File: src/hdl/nested_counted_list_validator_core_defines.svh
// Assertion macros for the validator
`ifndef NESTED_COUNTED_LIST_VALIDATOR_CORE_DEFINES_SVH
`define NESTED_COUNTED_LIST_VALIDATOR_CORE_DEFINES_SVH
`define NCLV_ASSERT_IMP(lbl, a, c, msg) \
    lbl: assert property (@(posedge clk) disable iff (!rst_n) (a) |-> (c)) \
        else $error(msg);
`define NCLV_ASSERT_NXT(lbl, a, c, msg) \
    lbl: assert property (@(posedge clk) disable iff (!rst_n) (a) |=> (c)) \
        else $error(msg);
`endif

File: src/hdl/nclv_pkg.sv
`default_nettype none
package nclv_pkg;
    localparam int COUNT_BITS = 17;
    localparam int LIMIT_BITS = 17;
    localparam int NUM_LISTS  = 19;
    localparam logic [7:0] PC_TOP   = 8'd10;
    localparam logic [7:0] PC_DONE  = 8'd12;
    localparam logic [7:0] PC_BASE  = 8'd13;
    localparam logic [7:0] PC_SLIST = 8'd26;
    localparam int ROM_LEN = 127;
    localparam logic [LIMIT_BITS-1:0] LARGE_RESET = 17'd100000;
    localparam logic [LIMIT_BITS-1:0] SMALL_RESET = 17'd10000;

    typedef enum logic [3:0] {
        OP_HDR, OP_TAG, OP_MAG, OP_SKIP, OP_CNT, OP_ZERO, OP_DTYPE,
        OP_LOOP, OP_CALL, OP_RET, OP_NEXT, OP_DONE
    } op_t;

    localparam logic [7:0] K_TOP = 8'd0;
    localparam logic [7:0] K_SL  = 8'd1;
    localparam logic [7:0] K_SS  = 8'd2;
    localparam logic [7:0] K_PL  = 8'd3;
    localparam logic [7:0] C_SEC = 8'd1;
    localparam logic [7:0] C_PTS = 8'd2;

    typedef enum logic [3:0] {
        ERR_NONE = 4'd0, ERR_HEADER = 4'd1, ERR_TAG = 4'd2, ERR_MAGIC = 4'd3,
        ERR_RANGE = 4'd4, ERR_RESERVED = 4'd5, ERR_DTYPE = 4'd6,
        ERR_FIXED = 4'd7, ERR_TRUNC = 4'd8, ERR_TRAIL = 4'd9
    } err_t;

    localparam logic [0:0] CFG_LARGE = 1'b0;
    localparam logic [0:0] CFG_SMALL = 1'b1;

    typedef struct packed {
        op_t        op;
        logic [7:0] arg;
        logic [3:0] aux;
    } seq_op_t;

    typedef struct packed {
        logic [7:0] data_byte;
        logic       last_byte;
    } in_item_t;

    typedef struct packed {
        logic       well_formed;
        logic [3:0] error_code;
    } out_item_t;

    typedef struct packed {
        logic [7:0]            gs;
        logic [3:0]            rc;
        logic [6:0]            fbl;
        logic [4:0]            tli;
        logic [31:0]           ca;
        logic [COUNT_BITS-1:0] el;
        logic [COUNT_BITS-1:0] sl;
        logic [COUNT_BITS-1:0] pl;
        logic [3:0]            fe;
    } seq_state_t;

    function automatic seq_op_t mk(op_t o, logic [7:0] a, logic [3:0] x);
        seq_op_t r;
        r.op = o; r.arg = a; r.aux = x;
        return r;
    endfunction

    function automatic seq_op_t rom_fetch(logic [7:0] pc);
        seq_op_t r;
        unique case (pc)
            8'd0: r = mk(OP_HDR, 8'h00, 4'd0);
            8'd1: r = mk(OP_HDR, 8'h00, 4'd0);
            8'd2: r = mk(OP_HDR, 8'h00, 4'd0);
            8'd3: r = mk(OP_HDR, 8'h01, 4'd0);
            8'd4: r = mk(OP_HDR, 8'h0A, 4'd0);
            8'd5: r = mk(OP_HDR, 8'h01, 4'd0);
            8'd6: r = mk(OP_HDR, 8'h4C, 4'd0);
            8'd7: r = mk(OP_HDR, 8'h56, 4'd0);
            8'd8: r = mk(OP_HDR, 8'h44, 4'd0);
            8'd9: r = mk(OP_HDR, 8'h31, 4'd0);
            8'd10: r = mk(OP_TAG, 8'd0, 4'd0);
            8'd11: r = mk(OP_CNT, K_TOP, 4'd0);
            8'd12: r = mk(OP_DONE, 8'd0, 4'd0);
            8'd13: r = mk(OP_TAG, 8'd0, 4'd0);
            8'd14: r = mk(OP_SKIP, 8'd56, 4'd0);
            8'd15: r = mk(OP_TAG, 8'd0, 4'd0);
            8'd16: r = mk(OP_SKIP, 8'd64, 4'd0);
            8'd17: r = mk(OP_TAG, 8'd0, 4'd0);
            8'd18: r = mk(OP_SKIP, 8'd13, 4'd0);
            8'd19: r = mk(OP_TAG, 8'd0, 4'd0);
            8'd20: r = mk(OP_SKIP, 8'd4, 4'd0);
            8'd21: r = mk(OP_TAG, 8'd0, 4'd0);
            8'd22: r = mk(OP_SKIP, 8'd16, 4'd0);
            8'd23: r = mk(OP_TAG, 8'd0, 4'd0);
            8'd24: r = mk(OP_SKIP, 8'd64, 4'd0);
            8'd25: r = mk(OP_RET, 8'd0, 4'd0);
            8'd26: r = mk(OP_TAG, 8'd0, 4'd0);
            8'd27: r = mk(OP_TAG, 8'd0, 4'd0);
            8'd28: r = mk(OP_CNT, K_SS, 4'd9);
            8'd29: r = mk(OP_TAG, 8'd0, 4'd0);
            8'd30: r = mk(OP_SKIP, 8'd21, 4'd0);
            8'd31: r = mk(OP_TAG, 8'd0, 4'd0);
            8'd32: r = mk(OP_TAG, 8'd0, 4'd0);
            8'd33: r = mk(OP_CNT, K_PL, 4'd3);
            8'd34: r = mk(OP_TAG, 8'd0, 4'd0);
            8'd35: r = mk(OP_SKIP, 8'd8, 4'd0);
            8'd36: r = mk(OP_LOOP, C_PTS, 4'd2);
            8'd37: r = mk(OP_LOOP, C_SEC, 4'd8);
            8'd38: r = mk(OP_RET, 8'd0, 4'd0);
            8'd39: r = mk(OP_MAG, 8'h03, 4'd0);
            8'd40: r = mk(OP_CALL, PC_BASE, 4'd0);
            8'd41: r = mk(OP_SKIP, 8'd4, 4'd0);
            8'd42: r = mk(OP_TAG, 8'd0, 4'd0);
            8'd43: r = mk(OP_CNT, K_SL, 4'd3);
            8'd44: r = mk(OP_TAG, 8'd0, 4'd0);
            8'd45: r = mk(OP_SKIP, 8'd8, 4'd0);
            8'd46: r = mk(OP_LOOP, C_SEC, 4'd2);
            8'd47: r = mk(OP_TAG, 8'd0, 4'd0);
            8'd48: r = mk(OP_CNT, K_SL, 4'd3);
            8'd49: r = mk(OP_TAG, 8'd0, 4'd0);
            8'd50: r = mk(OP_SKIP, 8'd8, 4'd0);
            8'd51: r = mk(OP_LOOP, C_SEC, 4'd2);
            8'd52: r = mk(OP_TAG, 8'd0, 4'd0);
            8'd53: r = mk(OP_CNT, K_SS, 4'd5);
            8'd54: r = mk(OP_MAG, 8'h03, 4'd0);
            8'd55: r = mk(OP_CALL, PC_BASE, 4'd1);
            8'd56: r = mk(OP_TAG, 8'd0, 4'd0);
            8'd57: r = mk(OP_SKIP, 8'd16, 4'd0);
            8'd58: r = mk(OP_LOOP, C_SEC, 4'd4);
            8'd59: r = mk(OP_TAG, 8'd0, 4'd0);
            8'd60: r = mk(OP_CNT, K_SL, 4'd3);
            8'd61: r = mk(OP_TAG, 8'd0, 4'd0);
            8'd62: r = mk(OP_SKIP, 8'd12, 4'd0);
            8'd63: r = mk(OP_LOOP, C_SEC, 4'd2);
            8'd64: r = mk(OP_NEXT, 8'd0, 4'd0);
            8'd65: r = mk(OP_MAG, 8'h02, 4'd0);
            8'd66: r = mk(OP_CALL, PC_BASE, 4'd2);
            8'd67: r = mk(OP_TAG, 8'd0, 4'd0);
            8'd68: r = mk(OP_SKIP, 8'd8, 4'd0);
            8'd69: r = mk(OP_NEXT, 8'd0, 4'd0);
            8'd70: r = mk(OP_MAG, 8'h02, 4'd0);
            8'd71: r = mk(OP_CALL, PC_BASE, 4'd3);
            8'd72: r = mk(OP_TAG, 8'd0, 4'd0);
            8'd73: r = mk(OP_SKIP, 8'd16, 4'd0);
            8'd74: r = mk(OP_NEXT, 8'd0, 4'd0);
            8'd75: r = mk(OP_MAG, 8'h03, 4'd0);
            8'd76: r = mk(OP_CALL, PC_BASE, 4'd4);
            8'd77: r = mk(OP_CALL, PC_SLIST, 4'd5);
            8'd78: r = mk(OP_CALL, PC_SLIST, 4'd6);
            8'd79: r = mk(OP_TAG, 8'd0, 4'd0);
            8'd80: r = mk(OP_TAG, 8'd0, 4'd0);
            8'd81: r = mk(OP_ZERO, 8'd0, 4'd0);
            8'd82: r = mk(OP_TAG, 8'd0, 4'd0);
            8'd83: r = mk(OP_SKIP, 8'd4, 4'd0);
            8'd84: r = mk(OP_TAG, 8'd0, 4'd0);
            8'd85: r = mk(OP_CNT, K_SL, 4'd3);
            8'd86: r = mk(OP_TAG, 8'd0, 4'd0);
            8'd87: r = mk(OP_SKIP, 8'd4, 4'd0);
            8'd88: r = mk(OP_LOOP, C_SEC, 4'd2);
            8'd89: r = mk(OP_TAG, 8'd0, 4'd0);
            8'd90: r = mk(OP_ZERO, 8'd0, 4'd0);
            8'd91: r = mk(OP_TAG, 8'd0, 4'd0);
            8'd92: r = mk(OP_CNT, K_SL, 4'd2);
            8'd93: r = mk(OP_SKIP, 8'd5, 4'd0);
            8'd94: r = mk(OP_LOOP, C_SEC, 4'd1);
            8'd95: r = mk(OP_NEXT, 8'd0, 4'd0);
            8'd96: r = mk(OP_MAG, 8'h01, 4'd0);
            8'd97: r = mk(OP_CALL, PC_BASE, 4'd7);
            8'd98: r = mk(OP_TAG, 8'd0, 4'd0);
            8'd99: r = mk(OP_DTYPE, 8'd0, 4'd0);
            8'd100: r = mk(OP_SKIP, 8'd33, 4'd0);
            8'd101: r = mk(OP_NEXT, 8'd0, 4'd0);
            8'd102: r = mk(OP_MAG, 8'h01, 4'd0);
            8'd103: r = mk(OP_CALL, PC_BASE, 4'd8);
            8'd104: r = mk(OP_TAG, 8'd0, 4'd0);
            8'd105: r = mk(OP_SKIP, 8'd4, 4'd0);
            8'd106: r = mk(OP_CALL, PC_SLIST, 4'd9);
            8'd107: r = mk(OP_NEXT, 8'd0, 4'd0);
            8'd108: r = mk(OP_MAG, 8'h01, 4'd0);
            8'd109: r = mk(OP_CALL, PC_BASE, 4'd10);
            8'd110: r = mk(OP_TAG, 8'd0, 4'd0);
            8'd111: r = mk(OP_SKIP, 8'd4, 4'd0);
            8'd112: r = mk(OP_SKIP, 8'd21, 4'd0);
            8'd113: r = mk(OP_TAG, 8'd0, 4'd0);
            8'd114: r = mk(OP_TAG, 8'd0, 4'd0);
            8'd115: r = mk(OP_CNT, K_PL, 4'd3);
            8'd116: r = mk(OP_TAG, 8'd0, 4'd0);
            8'd117: r = mk(OP_SKIP, 8'd8, 4'd0);
            8'd118: r = mk(OP_LOOP, C_PTS, 4'd2);
            8'd119: r = mk(OP_NEXT, 8'd0, 4'd0);
            8'd120: r = mk(OP_MAG, 8'h01, 4'd0);
            8'd121: r = mk(OP_CALL, PC_BASE, 4'd11);
            8'd122: r = mk(OP_TAG, 8'd0, 4'd0);
            8'd123: r = mk(OP_SKIP, 8'd4, 4'd0);
            8'd124: r = mk(OP_TAG, 8'd0, 4'd0);
            8'd125: r = mk(OP_SKIP, 8'd32, 4'd0);
            8'd126: r = mk(OP_NEXT, 8'd0, 4'd0);
            default: r = mk(OP_DONE, 8'd0, 4'd0);
        endcase
        return r;
    endfunction

    function automatic logic [7:0] ret_pc(logic [3:0] c);
        logic [7:0] r;
        unique case (c)
            4'd0: r = 8'd41;   4'd1: r = 8'd56;   4'd2: r = 8'd67;
            4'd3: r = 8'd72;   4'd4: r = 8'd77;   4'd5: r = 8'd78;
            4'd6: r = 8'd79;   4'd7: r = 8'd98;   4'd8: r = 8'd104;
            4'd9: r = 8'd107;  4'd10: r = 8'd110; 4'd11: r = 8'd122;
            default: r = PC_DONE;
        endcase
        return r;
    endfunction

    function automatic logic [7:0] entry_pc(logic [4:0] i);
        logic [7:0] r;
        unique case (i)
            5'd0: r = 8'd39;  5'd1: r = 8'd65;  5'd2: r = 8'd65;
            5'd3: r = 8'd70;  5'd4: r = 8'd70;  5'd5: r = 8'd75;
            5'd11: r = 8'd96; 5'd12: r = 8'd102; 5'd13: r = 8'd108;
            5'd14: r = 8'd120;
            default: r = 8'd0;
        endcase
        return r;
    endfunction

    // pos 1..11 of magic, index pos-1
    function automatic logic [7:0] magic_tail(logic [3:0] i);
        logic [7:0] r;
        unique case (i)
            4'd0: r = 8'h04; 4'd1: r = 8'h01; 4'd2: r = 8'h01; 4'd3: r = 8'h77;
            4'd4: r = 8'h35; 4'd5: r = 8'hbb; 4'd6: r = 8'h75; 4'd7: r = 8'h00;
            4'd8: r = 8'h00; 4'd9: r = 8'h00; 4'd10: r = 8'h02;
            default: r = 8'h00;
        endcase
        return r;
    endfunction
endpackage
`default_nettype wire

File: src/hdl/nclv_consume.sv
`default_nettype none
// Handles one byte at a resolved byte op.
module nclv_consume
    import nclv_pkg::*;
(
    input  wire seq_state_t            st_in,
    input  wire logic [7:0]            data_byte,
    input  wire logic [LIMIT_BITS-1:0] large_lim,
    input  wire logic [LIMIT_BITS-1:0] small_lim,
    output seq_state_t                 st_out
);
    seq_op_t     o;
    logic [6:0]  len;
    logic [6:0]  fbl;
    logic [6:0]  pos;
    logic [7:0]  want;
    logic [31:0] v;
    logic [7:0]  ep;
    logic        ok;
    logic [31:0] lim;

    always_comb
    begin
        st_out = st_in;
        o    = rom_fetch(st_in.gs);
        ep   = entry_pc(st_in.tli);
        len  = (o.op == OP_MAG) ? 7'd12 :
               (o.op == OP_SKIP) ? ((o.arg != 8'd0) ? o.arg[6:0] : 7'd1) : 7'd4;
        fbl  = (st_in.fbl == 7'd0 || st_in.fbl > len) ? len : st_in.fbl;
        pos  = len - fbl;
        want = (pos == 7'd0) ? o.arg : magic_tail(4'(pos - 7'd1));
        v    = {st_in.ca[23:0], data_byte};
        lim  = {15'd0, ((o.arg == K_SS) ? small_lim : large_lim)};
        ok   = !v[31] && v <= lim && v <= 32'((64'd1 << COUNT_BITS) - 64'd1);
        unique case (o.op)
            OP_HDR:
                if (data_byte != o.arg) st_out.fe = ERR_HEADER;
                else st_out.gs = st_in.gs + 8'd1;
            OP_TAG:
                if (data_byte != 8'h01) st_out.fe = ERR_TAG;
                else st_out.gs = st_in.gs + 8'd1;
            OP_DONE: st_out.fe = ERR_TRAIL;
            OP_MAG, OP_SKIP, OP_CNT, OP_ZERO, OP_DTYPE:
            begin
                st_out.fbl = fbl;
                if (o.op == OP_MAG && data_byte != want)
                    st_out.fe = ERR_MAGIC;
                else
                begin
                    st_out.ca  = v;
                    st_out.fbl = fbl - 7'd1;
                    if (st_out.fbl == 7'd0)
                    begin
                        if (o.op == OP_CNT)
                        begin
                            if (!ok)
                                st_out.fe = ERR_RANGE;
                            else if (o.arg == K_TOP)
                            begin
                                if (ep == 8'd0 && v != 32'd0)
                                    st_out.fe = ERR_RESERVED;
                                else if (v == 32'd0)
                                begin
                                    st_out.tli = st_in.tli + 5'd1;
                                    st_out.gs  = (st_out.tli >= 5'(NUM_LISTS)) ?
                                                 PC_DONE : PC_TOP;
                                end
                                else
                                begin
                                    st_out.el = v[COUNT_BITS-1:0];
                                    st_out.gs = ep;
                                end
                            end
                            else if (v == 32'd0)
                                st_out.gs = st_in.gs + 8'd1 + {4'd0, o.aux};
                            else
                            begin
                                if (o.arg == K_PL) st_out.pl = v[COUNT_BITS-1:0];
                                else st_out.sl = v[COUNT_BITS-1:0];
                                st_out.gs = st_in.gs + 8'd1;
                            end
                        end
                        else if (o.op == OP_ZERO && v != 32'd0)
                            st_out.fe = ERR_FIXED;
                        else if (o.op == OP_DTYPE && v != 32'd2 && v != 32'd3)
                            st_out.fe = ERR_DTYPE;
                        else
                            st_out.gs = st_in.gs + 8'd1;
                    end
                end
            end
            default: st_out = st_in;
        endcase
    end
endmodule
`default_nettype wire

File: config.mk
export PLATFORM = sky130hd
export DESIGN_NAME = nclv_consume
export DESIGN_NICKNAME = d
export VERILOG_FILES = /design/src/hdl/nested_counted_list_validator_core_defines.svh /design/src/hdl/nclv_pkg.sv /design/src/hdl/nclv_consume.sv
export SDC_FILE = /design/constraint.sdc
export NUM_CORES = 1
export LEC_CHECK = 0
export BUFFER_PORTS_ARGS = -buffer_cell sky130_fd_sc_hd__buf_2
export CAP_MARGIN = 10
export CORE_MARGIN = 2
export CORE_UTILIZATION = 50
export DETAILED_ROUTE_END_ITERATION = 10
export PLACE_DENSITY = 0.81
export REMOVE_ABC_BUFFERS = 1
export SETUP_SLACK_MARGIN = 0.3
export SYNTH_ARGS = -nofsm -noshare
export SYNTH_HDL_FRONTEND = slang
export SYNTH_SLANG_ARGS = --single-unit
File: constraint.sdc
create_clock -name vclk -period 34.3
set_input_delay 10.29 -clock vclk [all_inputs]
set_output_delay 10.29 -clock vclk [all_outputs]
set_load 0.05 [all_outputs]
==> impl_metrics.toml, run 1 <==
[global_route]
antenna_found_initial = 3
first_global_vias = 8569
grt_start_max_net_pins = 64
grt_pass1_wl_mm = 46.9
overflow = 0
track_usage_pct = 39.5

[sta]
tightestPinTransition_ns = 1.13
slew_headroom_pct = 24.3
slew_violations = 0
layout_min_cycle_time_ns = 31.55
clock.fmax_mhz = 31.7
setup_viol = 0
setup_tns_ns = 0
rsz0062_at_grt = "false"
hold_violations = 0
setup_ws_ns = 2.75
period_share_pct = 92.0

[place]
port_buffers = 256
place_hpwl_mm = 24.1
post-place-ws_ns = 3.12
place_inst = 1384
gp_congestion = 1.03

[die]
fp.dieArea_sq_um = 15000
die_h_um = 122
rows = 43
core_area_sq_um = 13800
die_x_um = 122
initial_core_util_pct = 50.9
pin_count = 264

[setup_path]
crit_path_end_kind = "output port"
max_stage_delay_ns = 1.01
critPathLaunch = "st_in[104]"
crit_fanout = 22
crit_arrival_ns = 21.26
cp.required_ns = 24.01
crit_family = "compound AO/OA/AOI/OAI gates"
crit_path_frequent_cell = "ha_1"
cp_slowest_cell = "nand3_1"
startpoint_type = "input pin"
setup.worst_path.class = "in2out"
worst-path-buf-inv = 3
crit_end = "st_out[43]"
worst-path-stages = 35

[cells_and_area]
syn2layout_area_growth_pct = 18.1
regArea_sq_um = 0
nClkBuffers = 0
instances_no_fill = 1386
layout-drive-gt1-share_pct = 30.5
nets = 1415
n_sequential_cell = 0

[run_status]
outcome = "finished, final reports clean"

[min_path]
min_path_type = "in2out"

[synth]
yosys-top-cells-area = "mux2_2, ha_1, nand2_1"
ys_seq_area_share_pct = 0
synth.largest_area_cell = "mux2_2"
avgSynthCellArea_sq_um = 6.91
yosys_warnings = 0
syn-cell-area_sq_um = 7000
synthCells = 1014
synth_top_area_share_pct = 12.5
yosys.cell_types.count = 83

[cts]
cts_resized = 0
post_cts_buffers = 0
holdBufCountCts = 0

[drt]
routedWlPerCell_um = 22.3
first_pass_iters = 6
dr_total_vias = 9378
remaining_drc_errors = 0
ant_nets = 0
vias_per_cell = 6.77
drt_wl_total_mm = 31.0
drt_iter0_markers = 1477

[flow_run]
cap_violations = 0

[pwr]
p_per_area_nw_per_um2 = 22.2
p_leak_nw = 3.71
peakVddDrop_uv = 22.2
==> through the flow <==
step / utilization (%) / hold slack [ns] / power, mW / instance area (sq um)
3_5_place_dp: 60.0 / 20.58 / 0.179 / 8270
4_1_cts: 60.0 / 20.58 / 0.179 / 8270
2_1_floorplan: - / 20.58 / 0.125 / 6650
3_3_place_gp: 60.0 / 20.58 / 0.178 / 8270
6_report: 60.1 / 20.58 / 0.184 / 8270
5_1_grt: 60.0 / 20.58 / 0.195 / 8270
==> where the power goes <==
| group | total, mW | switching, mW | internal (mW) |
|---|---|---|---|
| clock network | 0.00000000782 | 0 | 0.00000000781 |
| logic | 0.184 | 0.125 | 0.0584 |
| registers | 0 | 0 | 0 |
==> metal layers <==
layer | vias up | track usage, % | routed length [um]
met5 | - | 0 | 13
met2 | 658 | 63.9 | 14100
met1 | 4372 | 49.8 | 11600
met3 | 110 | 7.06 | 3310
met4 | 2 | 20.5 | 1900
li1 | 4236 | - | -
==> synthesized netlist by cell type, types with 5 or more instances <==
| cell | count |
|---|---|
| a21o_1 | 15 |
| a311oi_1 | 8 |
| o221ai_1 | 10 |
| a211o_1 | 5 |
| o311a_1 | 5 |
| o22ai_1 | 12 |
| a221oi_1 | 12 |
| mux2_1 | 10 |
| xnor2_1 | 27 |
| or3_1 | 8 |
| nand4_1 | 14 |
| a211oi_1 | 11 |
| nor2b_1 | 24 |
| inv_1 | 41 |
| o21bai_1 | 5 |
| nor4_1 | 16 |
| nor2_1 | 70 |
| nand2b_1 | 23 |
| o211ai_1 | 18 |
| buf_2 | 17 |
| nand3_1 | 39 |
| o21ai_0 | 59 |
| clkbuf_1 | 45 |
| xor2_1 | 14 |
| nand2_1 | 88 |
| mux2_2 | 78 |
| ha_1 | 55 |
| buf_4 | 7 |
| buf_1 | 9 |
| a21oi_1 | 62 |
| a31oi_1 | 13 |
| o21a_1 | 11 |
| mux2i_1 | 29 |
| and3_1 | 10 |
| and2_1 | 12 |
| nor3_1 | 25 |
| or4_1 | 6 |
| a21boi_0 | 7 |
==> layout make-up <==
class | count | area [sq um]
repair buffers | 269 | 1380
multi-input cells | 893 | 6510
well taps | 180 | 225
inverters | 42 | 158
fillers | 1357 | 5500
diodes | 2 | 5.00
==> worst min path at each step <==
stage          depth (start not counted)  slack (ns)        from           to
2_1_floorplan                          0       20.58  st_in[100]  st_out[100]
3_3_place_gp                           0       20.58  st_in[102]  st_out[102]
6_report                               0       20.58  st_in[102]  st_out[102]
4_1_cts                                0       20.58  st_in[102]  st_out[102]
3_5_place_dp                           0       20.58  st_in[102]  st_out[102]
5_1_grt                                0       20.58  st_in[101]  st_out[101]
==> cell usage in the layout (no fill, tap or decap), types with 14 or more instances in the layout <==
master	count
o211ai_1	18
xor2_1	14
nand4_1	14
ha_1	55
xnor2_1	27
nor3_1	25
o21ai_0	59
inv_1	41
nor2_1	70
nor4_1	16
a21o_1	15
mux2_2	78
a21oi_1	62
buf_2	256
nand2_1	88
nand2b_1	23
mux2i_1	29
nor2b_1	24
nand3_1	39
==> cells by family after synthesis <==
logic type               after synthesis  synth area share, %
adder cells (fa/ha/maj)               57                 10.3
multiplexers                         121                 19.6
AO/OA/AOI/OAI                        317                 31.7
XOR/XNOR                              41                 5.13
AND/OR/NAND/NOR                      357                 26.0
buffers and inverters                121                 7.27
(Power assumes the default switching activity.)
==> run 2, diff against run 1 <==
--- a/config.mk
+++ b/config.mk
@@ -9,6 +9,6 @@
 export CAP_MARGIN = 10
-export CORE_MARGIN = 2
-export CORE_UTILIZATION = 50
+export CORE_MARGIN = 1.5
+export CORE_UTILIZATION = 55
 export DETAILED_ROUTE_END_ITERATION = 10
-export PLACE_DENSITY = 0.81
+export PLACE_DENSITY = 0.88
 export REMOVE_ABC_BUFFERS = 1
==> constraint.sdc (replaced) <==
create_clock -name vclk -period 34.3
set_input_delay 3.43 -clock vclk [all_inputs]
set_output_delay 3.43 -clock vclk [all_outputs]
set_load 0.05 [all_outputs]
==> run 2 against run 1 <==
Compared with the run above:
- sequential cell count is the same
- sequential share of layout area did not move
- first-iteration DRC count rose by 6.1%
- wire length up 0.93%
- fmax up 79%
- power up 1.2%
- cell area fell by 0.33%
- hold slack lost 14 ns
- utilization grew 5.8 points
- clock-buffer cell count unchanged
- via count increased by 0.99%
- largest power group unchanged
- highest routed layer is now met4
==> impl_metrics.toml, run 2 (synthesis results as in run 1) <==
[sta]
layout_min_cycle_time_ns = 17.63
slew_headroom_pct = 9.89
hold_violations = 0
clock.fmax_mhz = 56.7
setup_viol = 0
whs_ns = 6.86
rsz0062_at_grt = "false"
slew_violations = 0
setup_tns_ns = 0
tightestPinTransition_ns = 1.35
period_share_pct = 51.4

[global_route]
overflow = 0
first_global_vias = 8375
track_usage_pct = 44.3
antenna_found_initial = 1
grt_pass1_wl_mm = 46.7
grt_start_max_net_pins = 64

[pwr]
combPwrFrac_pct = 100.0
switching_share_pct = 68.5
p_sw_uw = 127
p_seq_share_pct = 0
p_leak_nw = 3.70
internal_power_uw = 58.5
p_clk_share_pct = 0
peakVddDrop_uv = 23.8
p_per_area_nw_per_um2 = 22.5

[drt]
routedWlPerCell_um = 22.7
first_pass_iters = 7
drt_iter0_markers = 1567
ant_nets = 0
drt_wl_total_mm = 31.3
remaining_drc_errors = 0
dr_total_vias = 9471
vias_per_cell = 6.89

[setup_path]
startpoint_type = "input pin"
crit_fanout = 22
max_stage_delay_ns = 1.14
cp_slowest_cell = "nor4b_4"
crit_family = "compound AO/OA/AOI/OAI gates"
worst-path-buf-inv = 3
crit_arrival_ns = 14.20
setup.worst_path.class = "in2out"
crit_path_frequent_cell = "ha_1"
worst-path-stages = 35
cp.required_ns = 30.87
crit_path_end_kind = "output port"

[cells_and_area]
nClkBuffers = 0
nets = 1413
most-common-layout-cells = "buf_2, nand2_1, mux2_2"
fin_area_sq_um = 8250
n_sequential_cell = 0
regArea_sq_um = 0
syn2layout_area_growth_pct = 17.7
post-route-util_pct = 65.9
layout-drive-gt1-share_pct = 30.4
fill_cells = 1192
mostFrequentLayoutCell = "buf_2"

[place]
placed_cell_area_sq_um = 8240
place_hpwl_mm = 24.6
gp_congestion = 1.08
port_buffers = 256

[run_status]
outcome = "finished, final reports clean"

[min_path]
min_path_type = "in2out"
min_path_cells = 0

[die]
fp.dieArea_sq_um = 13400
pin_count = 264
rows = 41
initial_core_util_pct = 56.0
core_area_sq_um = 12500
die_x_um = 116
die_h_um = 116

[cts]
holdBufCountCts = 0
post_cts_buffers = 0
cts_resized = 0

[flow_run]
cap_violations = 0
-- run 2: changes by cell type in the layout (fill, tap and decap cells not counted) --
cell,before,now
diode_2,2,1
buf_4,13,11
-- run 2: worst paths after layout --
kind,from,to,slack [ns]
setup / recovery,st_in[103],st_out[27],16.67
hold / removal,st_in[101],st_out[101],6.86
-- run 2: cell type report --
cell class | count | area [sq um] | share of cell area [%]
multi-input combinational | 893 | 6510 | 78.9
timing repair buffer | 267 | 1360 | 16.5
tap | 172 | 215 | 2.61
inverter | 42 | 158 | 1.91
antenna | 1 | 2.50 | 0.0303
-- run 2: metrics by stage --
| step | instances | worst slack [ns] | total power [mW] |
|---|---|---|---|
| after floorplan | 935 | 18.96 | 0.125 |
| after detailed placement | 1374 | 16.98 | 0.180 |
| after global routing | 1375 | 15.93 | 0.196 |
| after global placement | 1374 | 17.24 | 0.178 |
| after CTS | 1374 | 16.95 | 0.181 |
| final | 1375 | 16.67 | 0.186 |
-- run 2: power by group through the flow --
stage	Clock (mW)	Combinational (mW)	Sequential (mW)
2_1_floorplan	0	0.125	0
3_3_place_gp	0	0.178	0
3_5_place_dp	0	0.180	0
4_1_cts	0	0.181	0
5_1_grt	0.00000000391	0.196	0
6_report	0.00000000391	0.186	0
-- run 2: per-layer routing --
metal	track usage [%]	part of all wire [%]	up-vias
met5	0	0	-
met4	25.6	7.4	0
met3	8.89	12	152
met2	69.5	44	763
met1	56.2	37	4324
li1	-	-	4232
